## src/btlv_pkg.sv

```systemverilog
// ----------------------------------------------------------------------------
// btlv_pkg
// Types and constants shared by the BER TLV header encoder.
// ----------------------------------------------------------------------------
package btlv_pkg;

  localparam int MaxBytes = 11;

  localparam logic ACT_HEADER  = 1'b0;
  localparam logic ACT_INTEGER = 1'b1;

  localparam logic [30:0] ShortTagLimit = 31'd31;
  localparam logic [31:0] ShortLenLimit = 32'd128;
  localparam logic [7:0]  TagEscape     = 8'h1f;
  localparam logic [7:0]  ConsBit       = 8'h20;
  localparam logic [7:0]  LongLenFlag   = 8'h80;

  typedef logic [3:0] cnt_t;
  typedef logic [MaxBytes-1:0][7:0] frame_t;

  typedef struct packed {
    logic               action;
    logic [1:0]         id_class;
    logic               constructed;
    logic [30:0]        tag_number;
    logic [31:0]        content_length;
    logic signed [31:0] int_value;
  } in_item_t;

  typedef struct packed {
    logic [7:0] out_byte;
    logic       last;
  } out_item_t;

  typedef struct packed {
    frame_t bytes;
    cnt_t   count;
  } frame_info_t;

endpackage

```

## src/btlv_frame_build.sv

```systemverilog
// ----------------------------------------------------------------------------
// btlv_frame_build
// Builds the whole byte run of one item: identifier, length and, for the
// integer action, the minimal two's complement value.
// ----------------------------------------------------------------------------
module btlv_frame_build (
  input  btlv_pkg::in_item_t    item,
  output btlv_pkg::frame_info_t frame
);

  logic        short_tag;
  logic [2:0]  ng;
  logic [5:0]  tag_shamt;
  logic [34:0] tag_al;
  logic [7:0]  id_first;
  logic [39:0] id_tail;
  logic [3:0]  ic;

  logic [2:0]  vn;
  logic [2:0]  vpad;
  logic [31:0] val_al;
  logic [3:0]  vc;

  logic [31:0] len_src;
  logic        short_len;
  logic [2:0]  nb;
  logic [2:0]  lpad;
  logic [31:0] len_sh;
  logic [39:0] len_vec;
  logic [3:0]  lc;
  logic [3:0]  il;

  logic [87:0] frame_vec;

  // identifier
  always_comb begin
    short_tag = (item.tag_number < btlv_pkg::ShortTagLimit);
    if (|item.tag_number[30:28]) begin
      ng = 3'd5;
    end else if (|item.tag_number[27:21]) begin
      ng = 3'd4;
    end else if (|item.tag_number[20:14]) begin
      ng = 3'd3;
    end else if (|item.tag_number[13:7]) begin
      ng = 3'd2;
    end else begin
      ng = 3'd1;
    end
    case (ng)
      3'd5:    tag_shamt = 6'd0;
      3'd4:    tag_shamt = 6'd7;
      3'd3:    tag_shamt = 6'd14;
      3'd2:    tag_shamt = 6'd21;
      default: tag_shamt = 6'd28;
    endcase
    tag_al = {4'b0, item.tag_number} << tag_shamt;

    id_first = {item.id_class, 6'b0};
    if (item.action == btlv_pkg::ACT_HEADER && item.constructed) begin
      id_first = id_first | btlv_pkg::ConsBit;
    end

    id_tail = '0;
    if (short_tag) begin
      id_first = id_first | {3'b0, item.tag_number[4:0]};
      ic = 4'd1;
    end else begin
      id_first = id_first | btlv_pkg::TagEscape;
      ic = 4'(ng) + 4'd1;
      for (int k = 0; k < 5; k++) begin
        if (3'(k) < ng) begin
          id_tail[39-8*k -: 8] = {(3'(k + 1) < ng), tag_al[34-7*k -: 7]};
        end
      end
    end
  end

  // integer value, minimal two's complement
  always_comb begin
    if (item.int_value[31:23] != 9'h000 && item.int_value[31:23] != 9'h1ff) begin
      vn = 3'd4;
    end else if (item.int_value[23:15] != 9'h000 && item.int_value[23:15] != 9'h1ff) begin
      vn = 3'd3;
    end else if (item.int_value[15:7] != 9'h000 && item.int_value[15:7] != 9'h1ff) begin
      vn = 3'd2;
    end else begin
      vn = 3'd1;
    end
    vpad = 3'd4 - vn;
    if (item.action == btlv_pkg::ACT_INTEGER) begin
      val_al = 32'(item.int_value) << {vpad, 3'b0};
      vc     = 4'(vn);
    end else begin
      val_al = '0;
      vc     = 4'd0;
    end
  end

  // length
  always_comb begin
    len_src = (item.action == btlv_pkg::ACT_INTEGER) ? {29'b0, vn} : item.content_length;
    short_len = (len_src < btlv_pkg::ShortLenLimit);
    if (|len_src[31:24]) begin
      nb = 3'd4;
    end else if (|len_src[23:16]) begin
      nb = 3'd3;
    end else if (|len_src[15:8]) begin
      nb = 3'd2;
    end else begin
      nb = 3'd1;
    end
    lpad   = 3'd4 - nb;
    len_sh = len_src << {lpad, 3'b0};
    if (short_len) begin
      len_vec = {len_src[7:0], 32'b0};
      lc      = 4'd1;
    end else begin
      len_vec = {btlv_pkg::LongLenFlag | {5'b0, nb}, len_sh};
      lc      = 4'(nb) + 4'd1;
    end
  end

  // assembly
  always_comb begin
    il = ic + lc;
    frame_vec = {id_first, id_tail, 40'b0}
              | ({len_vec, 48'b0} >> {ic, 3'b0})
              | ({val_al, 56'b0} >> {il, 3'b0});
    for (int i = 0; i < btlv_pkg::MaxBytes; i++) begin
      frame.bytes[i] = frame_vec[87-8*i -: 8];
    end
    if (item.action == btlv_pkg::ACT_HEADER && item.content_length == 32'd0) begin
      frame.count = 4'd0;
    end else begin
      frame.count = il + vc;
    end
  end

endmodule

```

## src/ber_tlv_header_encoder_core.sv

```systemverilog
// ----------------------------------------------------------------------------
// ber_tlv_header_encoder_core
// BER identifier/length header and primitive INTEGER TLV encoder, one byte
// per strobe with the final byte of each run marked.
// ----------------------------------------------------------------------------
// The item is held in the a stage, its frame in the byte emitter, and each
// byte is registered onto result. An item of n bytes (2 to 11) goes out as a
// run of n strobes; a zero-length header gives no transfer.
// busy is high only while an item waits behind a running one; it drops in the
// cycle the emitter reaches the running item's final byte, before it is on result.
// Synchronous reset clears all valid and control state.
module ber_tlv_header_encoder_core (
  input  logic                 clk,
  input  logic                 rst,
  input  logic                 start,
  output logic                 busy,
  input  btlv_pkg::in_item_t   item,
  output logic                 strobe,
  output btlv_pkg::out_item_t  result
);

  logic                  a_valid;
  btlv_pkg::in_item_t    a_item;
  btlv_pkg::frame_info_t a_frame;

  logic                  b_valid;
  btlv_pkg::frame_t      b_bytes;
  btlv_pkg::cnt_t        b_count;
  btlv_pkg::cnt_t        b_idx;

  logic                  accept;
  logic                  a_move;
  logic                  b_done;
  logic                  b_load;

  btlv_frame_build u_build (
    .item  (a_item),
    .frame (a_frame)
  );

  assign b_done = b_valid && (b_idx == b_count - 4'd1);
  assign a_move = a_valid && (!b_valid || b_done || a_frame.count == 4'd0);
  assign b_load = a_move && (a_frame.count != 4'd0);
  assign busy   = a_valid && !a_move;
  assign accept = start && !busy;

  always_ff @(posedge clk) begin
    if (rst) begin
      a_valid <= 1'b0;
    end else if (accept) begin
      a_valid <= 1'b1;
    end else if (a_move) begin
      a_valid <= 1'b0;
    end
  end

  always_ff @(posedge clk) begin
    if (accept) begin
      a_item <= item;
    end
  end

  always_ff @(posedge clk) begin
    if (rst) begin
      b_valid <= 1'b0;
      b_idx   <= '0;
    end else if (b_load) begin
      b_valid <= 1'b1;
      b_idx   <= '0;
    end else if (b_done) begin
      b_valid <= 1'b0;
    end else if (b_valid) begin
      b_idx <= b_idx + 4'd1;
    end
  end

  always_ff @(posedge clk) begin
    if (b_load) begin
      b_bytes <= a_frame.bytes;
      b_count <= a_frame.count;
    end
  end

  always_ff @(posedge clk) begin
    if (rst) begin
      strobe <= 1'b0;
    end else begin
      strobe <= b_valid;
    end
  end

  always_ff @(posedge clk) begin
    result.out_byte <= b_bytes[b_idx];
    result.last     <= b_done;
  end

  a_idx_in_range: assert property (@(posedge clk) disable iff (rst)
    b_valid |-> (b_idx < b_count))
    else $error("emitter index beyond frame length");

  a_run_continues: assert property (@(posedge clk) disable iff (rst)
    (strobe && !result.last) |=> strobe)
    else $error("byte run broken before last");

  a_idx_steps: assert property (@(posedge clk) disable iff (rst)
    (b_valid && !b_done && !b_load) |=> (b_valid && b_idx == $past(b_idx) + 4'd1))
    else $error("emitter index did not advance");

  a_load_free: assert property (@(posedge clk) disable iff (rst)
    b_load |-> (!b_valid || b_done))
    else $error("frame loaded over a running frame");

  a_busy_held: assert property (@(posedge clk) disable iff (rst)
    busy |=> a_valid)
    else $error("pending item lost while busy");

endmodule
```

## config.mk

```make
export PLATFORM = sky130hd
export DESIGN_NAME = ber_tlv_header_encoder_core
export DESIGN_NICKNAME = d
export VERILOG_FILES = /design/src/btlv_pkg.sv /design/src/btlv_frame_build.sv /design/src/ber_tlv_header_encoder_core.sv
export SDC_FILE = /design/constraint.sdc
export NUM_CORES = 1
export LEC_CHECK = 0
export ABC_AREA = 1
export BUFFER_PORTS_ARGS = -buffer_cell sky130_fd_sc_hd__buf_2
export CAP_MARGIN = 20
export CELL_PAD_IN_SITES_DETAIL_PLACEMENT = 1
export CELL_PAD_IN_SITES_GLOBAL_PLACEMENT = 1
export CORE_AREA = 2 2 179 181
export CTS_CLUSTER_DIAMETER = 30
export DETAILED_ROUTE_END_ITERATION = 8
export DIE_AREA = 0 0 181 183
export PLACE_DENSITY_LB_ADDON = 0.1
export SYNTH_ARGS = -nofsm -noshare
export SYNTH_HDL_FRONTEND = slang
export SYNTH_SLANG_ARGS = --single-unit
export TNS_END_PERCENT = 5
```

## constraint.sdc

```tcl
create_clock -name clk -period 15.65 [get_ports clk]
set_clock_uncertainty 0.2 [all_clocks]
set_input_delay 1.565 -clock clk [delete_from_list [all_inputs] [get_ports clk]]
set_output_delay 1.565 -clock clk [all_outputs]
set_load 0.01 [all_outputs]
```

Yosys cells after proc, flatten, opt, wreduce, memory -nomap -nowiden

Index checks and enable logic that the tools add are counted.

Eq/ne operators: 8
Order comparisons: 9
Multiplexer cells: 32
Bitwise operators: 5
Reductions and logical operators: 32
Shift-type cells: 5
$add $sub $neg: 8

Operators by type and width:

| operator                                                               | number |
|---|---|
| 88-bit bitwise OR                                                      | 2 |
| 88-bit by 7-bit >> shifter with 88-bit output                          | 2 |
| 40-bit two-way mux                                                     | 2 |
| 32-bit two-way mux                                                     | 2 |
| 32-bit by 6-bit << shifter with 32-bit output                          | 2 |
| 8-bit two-way mux                                                      | 7 |
| 31-bit by 5-bit << shifter with 35-bit output                          | 1 |
| 8-bit binary-select mux with 4-bit select                              | 1 |
| 32-bit logical NOT                                                     | 1 |
| 32-bit by 8-bit < comparator with 1-bit output (second input constant) | 1 |
| 31-bit by 5-bit < comparator with 1-bit output (second input constant) | 1 |
| 9-bit inequality test (second input constant)                          | 3 |
| 9-bit nonzero test                                                     | 3 |
| 3-bit two-way mux                                                      | 8 |
| 8-bit OR reduction                                                     | 3 |
| 7-bit OR reduction                                                     | 3 |
| 5-bit one-hot mux with 4 select lines                                  | 1 |
| 4-bit two-way mux                                                      | 3 |
| 1-bit logical AND                                                      | 10 |
| 3-bit by 1-bit adder with 4-bit output (second input constant)         | 2 |
| 8-bit by 5-bit bitwise OR with 8-bit output                            | 1 |
| 3-bit by 2-bit equality test with 1-bit output (second input constant) | 2 |
| 3-bit equality test (second input constant)                            | 2 |
| 1-bit by 3-bit < comparator with 1-bit output (first input constant)   | 2 |
| other kinds (21)                                                       | 34 |

Logic and storage cells: 123
Output and inout bits: 11
Input port bits: 102
Flip-flop bits (word level): 207

Logic depth before layout (Yosys ltp)

Gate-level depths: netlist (run 1).

Word-level depth: 23
Depth in mapped cells: 23
Gate-level depth less buffers: 22

Hierarchy

Synthesis (run 1) repeated with hierarchy kept, for this count alone.

Cells, all modules: 2165
Area, all modules: 15199.6 µm²

Modules (own cells, without submodules):

| module                      | area an instance (µm²) | times used | cells each |
|---|---|---|---|
| btlv_frame_build            | 8060.2                 | 1          | 1750 |
| ber_tlv_header_encoder_core | 7139.3                 | 1          | 415 |

Worst setup path after synthesis (run 1)

No wires, ideal clock.

Path kind: reg2reg
Start: reg a_item[86] (netlist bit)
End: reg a_item[0] (netlist bit) (enable)
Slack: 6827 ps
Period minus slack after synthesis: 8823 ps
Path buffers: 3
Stages on the path, launching flop included: 21
Data required time: 14893 ps
Library setup time: 557 ps
Arrival: 8065 ps
Path through: edfxtp_1 -> nor2_1 -> nand2_1 -> nor2_2 -> nand2_2 -> o21ai_0 -> ha_1 -> inv_1 -> nor2_1 -> clkbuf_1 -> fa_1 -> clkbuf_1 -> inv_2 -> clkbuf_1 -> fa_1 -> o21ai_0 -> nor2_1 -> nand3b_1 -> nand2_1 -> inv_1 -> nor2_1

RTL lines:

| what                     | RTL line                          | RTL |
|---|---|---|
| start: declaration       | ber_tlv_header_encoder_core.sv:23 | `btlv_pkg::in_item_t a_item;` |
| start signal: assignment | ber_tlv_header_encoder_core.sv:59 | `a_item <= item;` |

==> results.md, run 1 <==
- Synth async-reset ratio: 0%
- ANT cells: 0
- Area Growth Syn to Fin: 15.1%
- WL/cell: 23.8 µm
- Commonest non-fill, non-tap cell in the layout: nand2_1
- Global route total overflow: 0
- Synth Register Bits: 207
- Initial Util: 47.1%
- Critical Path RT: roughly 14 ns
- CP Buf/Inv Count: 8
- H-tree levels: 2
- Drt pass-1 iters: 5
- Reg clk slew, reported paths: ~0.05 ns
- Hold Buf Count CTS: 0
- Initial antenna violation count: 1
- Hold Vio Cnt, Final: 0
- Synth Flop Type: edfxtp_1
- I/O Buffers: 112
- # IOs: 113
- HPWL after detailed placement: 45.7 mm
- Crit path DAT: between 6 and 7 ns
- Via count: 15811
- Synth Net Count: 2214
- Post-DR vias/cell: 6.11
- Post-route ant nets: 0
- # Max-Cap Violations: 0
- Root buf cell: clkbuf_16
- Die area: 33100 µm²
- Startpoint class of the critical path: flip-flop
- Row count: 65
- Post-CTS resize count: 0
- Initial drt markers: roughly 1700
- # setup viols final: 0
- Final TNS setup: 0 ns
- Mapped Area: about 15000 µm²
- CP Capture Type: output port
- Die width: 181 µm
- Max FO, Critical Path: 61
- Clock sinks: 207
- Hold crit path type: reg2reg
- Worst ir drop on vdd: 0.0000859 V
- Share of post-route cells with drive strength above 1: ~12%
- Slowest cell on crit path: fa_2
- Post-Syn Instances: 2099
- Gpl congestion: 1.00
- Synth cell types: 44
- CP Class: reg2out
- # nets final: between 2000 and 2500
- Setup bufs post-CTS: 0
- Synth top area share: 39.0%
- Max Freq: approximately 0.12 GHz
- Slew @ Worst Pin: 1.18 ns
- Final period util: 54.1%
- Final WL: 61.7 mm
- Leakage: ~7.4 nW
- Critical path's top delay family: buffers and inverters
- Die H: 183 µm
- RSZ-0062 raised after global routing: no
- Core region area: 31200 µm²
- Filler instances: 3981
- Vias in the first global route: 15622
- Post-synth EDFFs: 191
- Syn. warnings: 0
- Total CTS buffers: 45
- Seq/Total Area, Yosys: 41.1%
- Fin. max-slew vios: 0
- # DRC: 0
- Commonest non-fill, non-tap cells in the layout: 682 x nand2_1, 485 x nand3_1, 191 x edfxtp_1
- Syn_area_per_cell: 7.01 µm²
- CP Cell Sequence: nor2_1, nand2_1, buf_4, inv_2, nand2_2, o21ai_0, ha_1, inv_1, nor2_2, buf_4, fa_2, buf_4, inv_2, fa_1, a21boi_0, nor2_1, nand3b_1, nand2_1, inv_1, buf_2
- Area contributors post-synth: edfxtp_1 39%, nand2_1 17%, nand3_1 16%
- Most frequent CP cell: buf_4
- CTS tree: yes
- Status: complete, no violations
- Crit path time final: 8.46 ns
- Skew-Pair Late Insertion Delay: 0.58 ns
- Gr usage total: 37.4%
- Max-slew headroom: 21.2%
- Utilization after layout: between 50% and 60%
- First-pass GRT wire length: 93.8 mm
- Area leader, netlist: edfxtp_1
- Power Density: 118 nW/µm²
- Largest net degree at the start of global routing: 93
- Maximum clock path buffer count: 3
- Largest stage delay on the critical path: 0.60 ns
==> power breakdown <==
part           switching, mW  internal [mW]  total, mW
combinational          0.263         0.0910      0.354
sequential            0.0215          0.656      0.678
clock                  0.333          0.633      0.966
total                  0.618           1.38       2.00
==> sequential cells by signal, indices dropped and copies added (netlist names) <==
| register | flops |
|---|---|
| a_item | 99 |
| a_valid | 1 |
| b_bytes | 88 |
| b_count | 4 |
| b_idx | 4 |
| b_valid | 1 |
| result | 9 |
| strobe | 1 |
==> cell usage after synthesis (7+ instances only) <==
cell type / number
nand3_1: 485
inv_1: 110
a21oi_1: 23
nand4_1: 44
buf_2: 27
clkbuf_1: 66
nor2_2: 7
buf_1: 18
o211ai_1: 25
nand2_2: 11
o21ai_1: 18
ha_1: 11
edfxtp_1: 191
nor2_1: 188
nand3b_1: 14
a32o_1: 8
o21ai_0: 63
dfxtp_1: 16
inv_2: 13
nand2_1: 682
o31ai_1: 9
nor3_1: 13
==> layout make-up <==
class                   count  area, µm²  area share (%)
clock buffers              49       1140            6.74
well taps                 402        503            2.97
inverters                 125        470            2.78
repair buffers            128        701            4.14
flip-flops and latches    207       6060            35.8
multi-input cells        1644       7660            45.3
clock inverters            34        402            2.37
==> routing by layer <==
metal	wire (µm)	GRT usage [%]
met3	4800	6.53
met1	26400	50.8
met4	2410	14.6
met2	28000	59.7
met5	18	0
==> through the flow <==
stage	hold WS [ns]	cells	setup slack (ns)	power, mW	area [µm²]
6_report	0.297	2589	7.19	2.00	16900
5_1_grt	0.345	2589	6.74	2.06	16900
4_1_cts	0.302	2588	7.19	2.00	16900
3_5_place_dp	0.273	2505	7.77	1.02	15400
3_3_place_gp	0.238	2505	8.16	1.01	15400
2_1_floorplan	0.225	2099	6.83	0.895	14700
==> final timing paths <==
path                    from          to  slack (ns)  cells after the start
setup / recovery  a_item[93]        busy        7.19                     20
hold / removal       b_valid      strobe        0.30                      2
setup reg to reg  a_item[93]  a_item[64]        7.61                     21
hold reg to reg      b_valid      strobe        0.30                      2
==> logic make-up after synthesis <==
kind of cell | Yosys count | share of synthesized area, %
compound gates | 159 | 6.54
xor+xnor | 9 | 0.535
fa+ha+maj | 13 | 1.21
buf+inv | 248 | 7.01
flops | 207 | 41.1
simple gates | 1463 | 43.6
==> worst min-delay path: stages, from the launching register on <==
cell	delay, ns
dfxtp_1	0.32
inv_1	0.09
nor2_1	0.04
Power figures use the tool's default switching activity.
==> run 2: changes to the inputs <==
--- a/config.mk
+++ b/config.mk
@@ -10,10 +10,10 @@
 export CAP_MARGIN = 20
 export CELL_PAD_IN_SITES_DETAIL_PLACEMENT = 1
 export CELL_PAD_IN_SITES_GLOBAL_PLACEMENT = 1
-export CORE_AREA = 2 2 179 181
+export CORE_AREA = 2 2 195 197
 export CTS_CLUSTER_DIAMETER = 30
 export DETAILED_ROUTE_END_ITERATION = 8
-export DIE_AREA = 0 0 181 183
+export DIE_AREA = 0 0 197 199
 export PLACE_DENSITY_LB_ADDON = 0.1
 export SYNTH_ARGS = -nofsm -noshare
 export SYNTH_HDL_FRONTEND = slang
==> constraint.sdc (replaced) <==
create_clock -name clk -period 7.6 [get_ports clk]
set_clock_uncertainty 0.2 [all_clocks]
set_input_delay 0.76 -clock clk [delete_from_list [all_inputs] [get_ports clk]]
set_output_delay 0.76 -clock clk [all_outputs]
set_load 0.01 [all_outputs]
==> run 2 against run 1 <==
Critical path depth is the same. Sequential power grew 110%. Combinational power grew 110%. Die area grew 18%. First-iteration DRC count shrank 7.3%. Global-route usage shrank 5.8 points. Worst setup slack lost 6.0 ns. Clock power grew 140%. Wire length shrank 0.50%. Register-to-register slack lost 6.1 ns. Core utilization shrank 7.4 points.
==> results.md, run 2 (synthesis results as in run 1) <==
- Status: complete, no violations
- Utilization after layout: 46.9% (-7.4 points)
- CP Class: reg2out
- Hold endpoint: a_item[87]
- Top Registers: a_item (99), b_bytes (88), result (9)
- HPWL after detailed placement: 46.8 mm (+2.3%)
- Power Density: 256 nW/µm² (+120%)
- Via count: 15413 (-2.5%)
- Final period util: between 80% and 90%
- Worst ir drop on vdd: 0.000196 V (+130%)
- Switching power: 1.28 mW (+110%)
- Hold_ws: 0.147 ns (-0.151 ns)
- Area Growth Syn to Fin: 18.2%
- Drt pass-1 iters: 5 (unchanged)
- Commonest non-fill, non-tap cells in the layout: 682 x nand2_1, 485 x nand3_1, 191 x edfxtp_1
- Hold Path Origin: item[87]
- First-pass GRT wire length: 92.2 mm (-1.7%)
- Vias in the first global route: 15027 (-3.8%)
- Gpl congestion: 0.974 (-2.7%)
- Hold crit path type: in2reg
- Final Instance Count excl. Fillers: 2680 (+3.5%)
- WL/cell: 22.9 µm (-3.9%)
- Die H: 199 µm (+8.7%)
- Leakage: 7.58 nW (+2.7%)
- Commonest non-fill, non-tap cell in the layout: nand2_1
- Die area: 39200 µm² (+18%)
- Total power: 4.46 mW (+120%)
- Worst r2r src: a_item[93]
- Fin. max-slew vios: 0 (unchanged)
- I/O Buffers: 112 (unchanged)
- # Max-Cap Violations: 0 (unchanged)
- Most flops, register: a_item
- CP Capture Type: output port
- Global route total overflow: 0 (unchanged)
- Max-slew headroom: 36.4% (+15 points)
- Initial Util: 39.6% (-7.5 points)
- Post-route ant nets: 0 (unchanged)
- Power share of the sequential group: 31.3% (-2.6 points)
- # IOs: 113 (unchanged)
- Hold Buf Count CTS: 0 (unchanged)
- Reg2reg setup slack: 1.54 ns (-6.07 ns)
- Slew @ Worst Pin: 0.945 ns (-0.236 ns)
- # nets final: 2279 (+0.57%)
- Critical R2R Capture: a_item[64]
- Skew-Pair Late Insertion Delay: 0.59 ns (about the same)
- H-tree levels: 2 (unchanged)
- # setup viols final: 0 (unchanged)
- Clock Power Share: 52.4% (+4.0 points)
- Reg2reg path depth: 22 (+4.8%)
- Maximum clock path buffer count: 3 (unchanged)
- Clock sinks: 207 (unchanged)
- Die width: 197 µm (+8.8%)
- # DRC: 0 (unchanged)
- Initial drt markers: 1565 (-7.3%)
- Critical Path RT: 6.64 ns (-7.25 ns)
- Max FO, Critical Path: 35 (-43%)
- Cell-internal power: 3.18 mW (+130%)
- Startpoint class of the critical path: flip-flop
- CTS tree: yes
- Worst Hold Depth: 1 (-1)
- Largest net degree at the start of global routing: 93 (unchanged)
- Setup crit start: a_item[93]
- Reg clk slew, reported paths: 0.05 ns (about the same)
- Crit path time final: about 6.4 ns
- Switching portion of total power: 28.7% (-2.3 points)
- Initial antenna violation count: 1 (unchanged)
- RSZ-0062 raised after global routing: no
- Share of post-route cells with drive strength above 1: 12.3% (+0.77 points)
- Max reg flops: 99 (unchanged)
- Total CTS buffers: 51 (+13%)
- Setup bufs post-CTS: 0 (unchanged)
- Crit path DAT: 5.42 ns (-1.28 ns)
- Core region area: 37100 µm² (+19%)
- Row count: 71 (+9.2%)
- Final TNS setup: 0 ns (unchanged)
- Post-DR vias/cell: 5.75 (-5.8%)
- Gr usage total: 31.6% (-5.8 points)
- Comb power frac: 16.3% (-1.4 points)
- Root buf cell: clkbuf_16
- Post-CTS resize count: 0 (unchanged)
- Final WL: 61.4 mm (-0.50%)
- Hold Vio Cnt, Final: 0 (unchanged)
- Max Freq: 0.157 GHz
- Inst Count DP: 2585 (+3.2%)
[run 2: cell count changes in the layout (fill, tap and decap cells not counted), sizes merged]
| cell | before | now |
|---|---|---|
| buf | 128 | 135 |
| bufinv | 6 | 11 |
| clkbuf | 49 | 60 |
| clkinv | 18 | 20 |
| clkinvlp | 7 | 3 |
| diode | 0 | 1 |
| inv | 128 | 125 |
[run 2: power by group through the flow]
| stage | combinational, mW | clock (mW) | sequential (mW) |
|---|---|---|---|
| floorplan | 0.438 | 0 | 1.40 |
| global placement | 0.696 | 0 | 1.41 |
| detailed placement | 0.707 | 0 | 1.41 |
| CTS | 0.711 | 2.37 | 1.39 |
| global route | 0.787 | 2.44 | 1.40 |
| finish | 0.726 | 2.34 | 1.39 |
[run 2: per-stage QoR]
stage	instance area, µm²	setup WS, ns
3_3_place_gp	15500	1.98
2_1_floorplan	14700	0.449
6_report	17400	1.22
3_5_place_dp	15500	1.65
5_1_grt	17400	0.690
4_1_cts	17400	1.24
[run 2: final cells by class]
| class | count | area [µm²] |
|---|---|---|
| inverters | 125 | 470 |
| fillers | 4710 | 19700 |
| repair buffers | 135 | 758 |
| clock inverters | 34 | 502 |
| well taps | 474 | 593 |
| flip-flops and latches | 207 | 6060 |
| diodes | 1 | 2.50 |
| clock buffers | 60 | 1350 |
| multi-input cells | 1644 | 7670 |
[run 2: worst max-delay path by stage]
stage	to	slack (ns)	cells after the start
6_report	busy	1.22	20
2_1_floorplan	a_item[0]	0.45	20
5_1_grt	busy	0.69	20
3_5_place_dp	a_item[64]	1.65	22
3_3_place_gp	a_item[64]	1.98	22
4_1_cts	busy	1.24	20
[run 2: critical path, stage by stage (launching register included)]
cell and delay [ns]:
edfxtp_1 0.41, nor2_1 0.16, nand2_1 0.06, buf_4 0.23
inv_2 0.49, nand2_2 0.27, o21ai_0 0.40, ha_1 0.35
inv_1 0.12, nor2_2 0.09, fa_2 0.40, xor2_1 0.39
inv_1 0.16, o21ai_0 0.16, o21ai_0 0.18, nand3_1 0.10
nand3_1 0.12, nand3b_1 0.27, nand2_1 0.13, inv_1 0.14
buf_2 0.17
[run 2: routing by layer]
layer	routed length, µm	vias up	part of all wire, %	GRT usage [%]
met5	0	-	0	0
met1	28300	7435	46	45.1
met4	2940	0	4.8	16.0
met2	25900	587	42	45.8
met3	4290	111	7.0	5.56
li1	-	7280	-	-
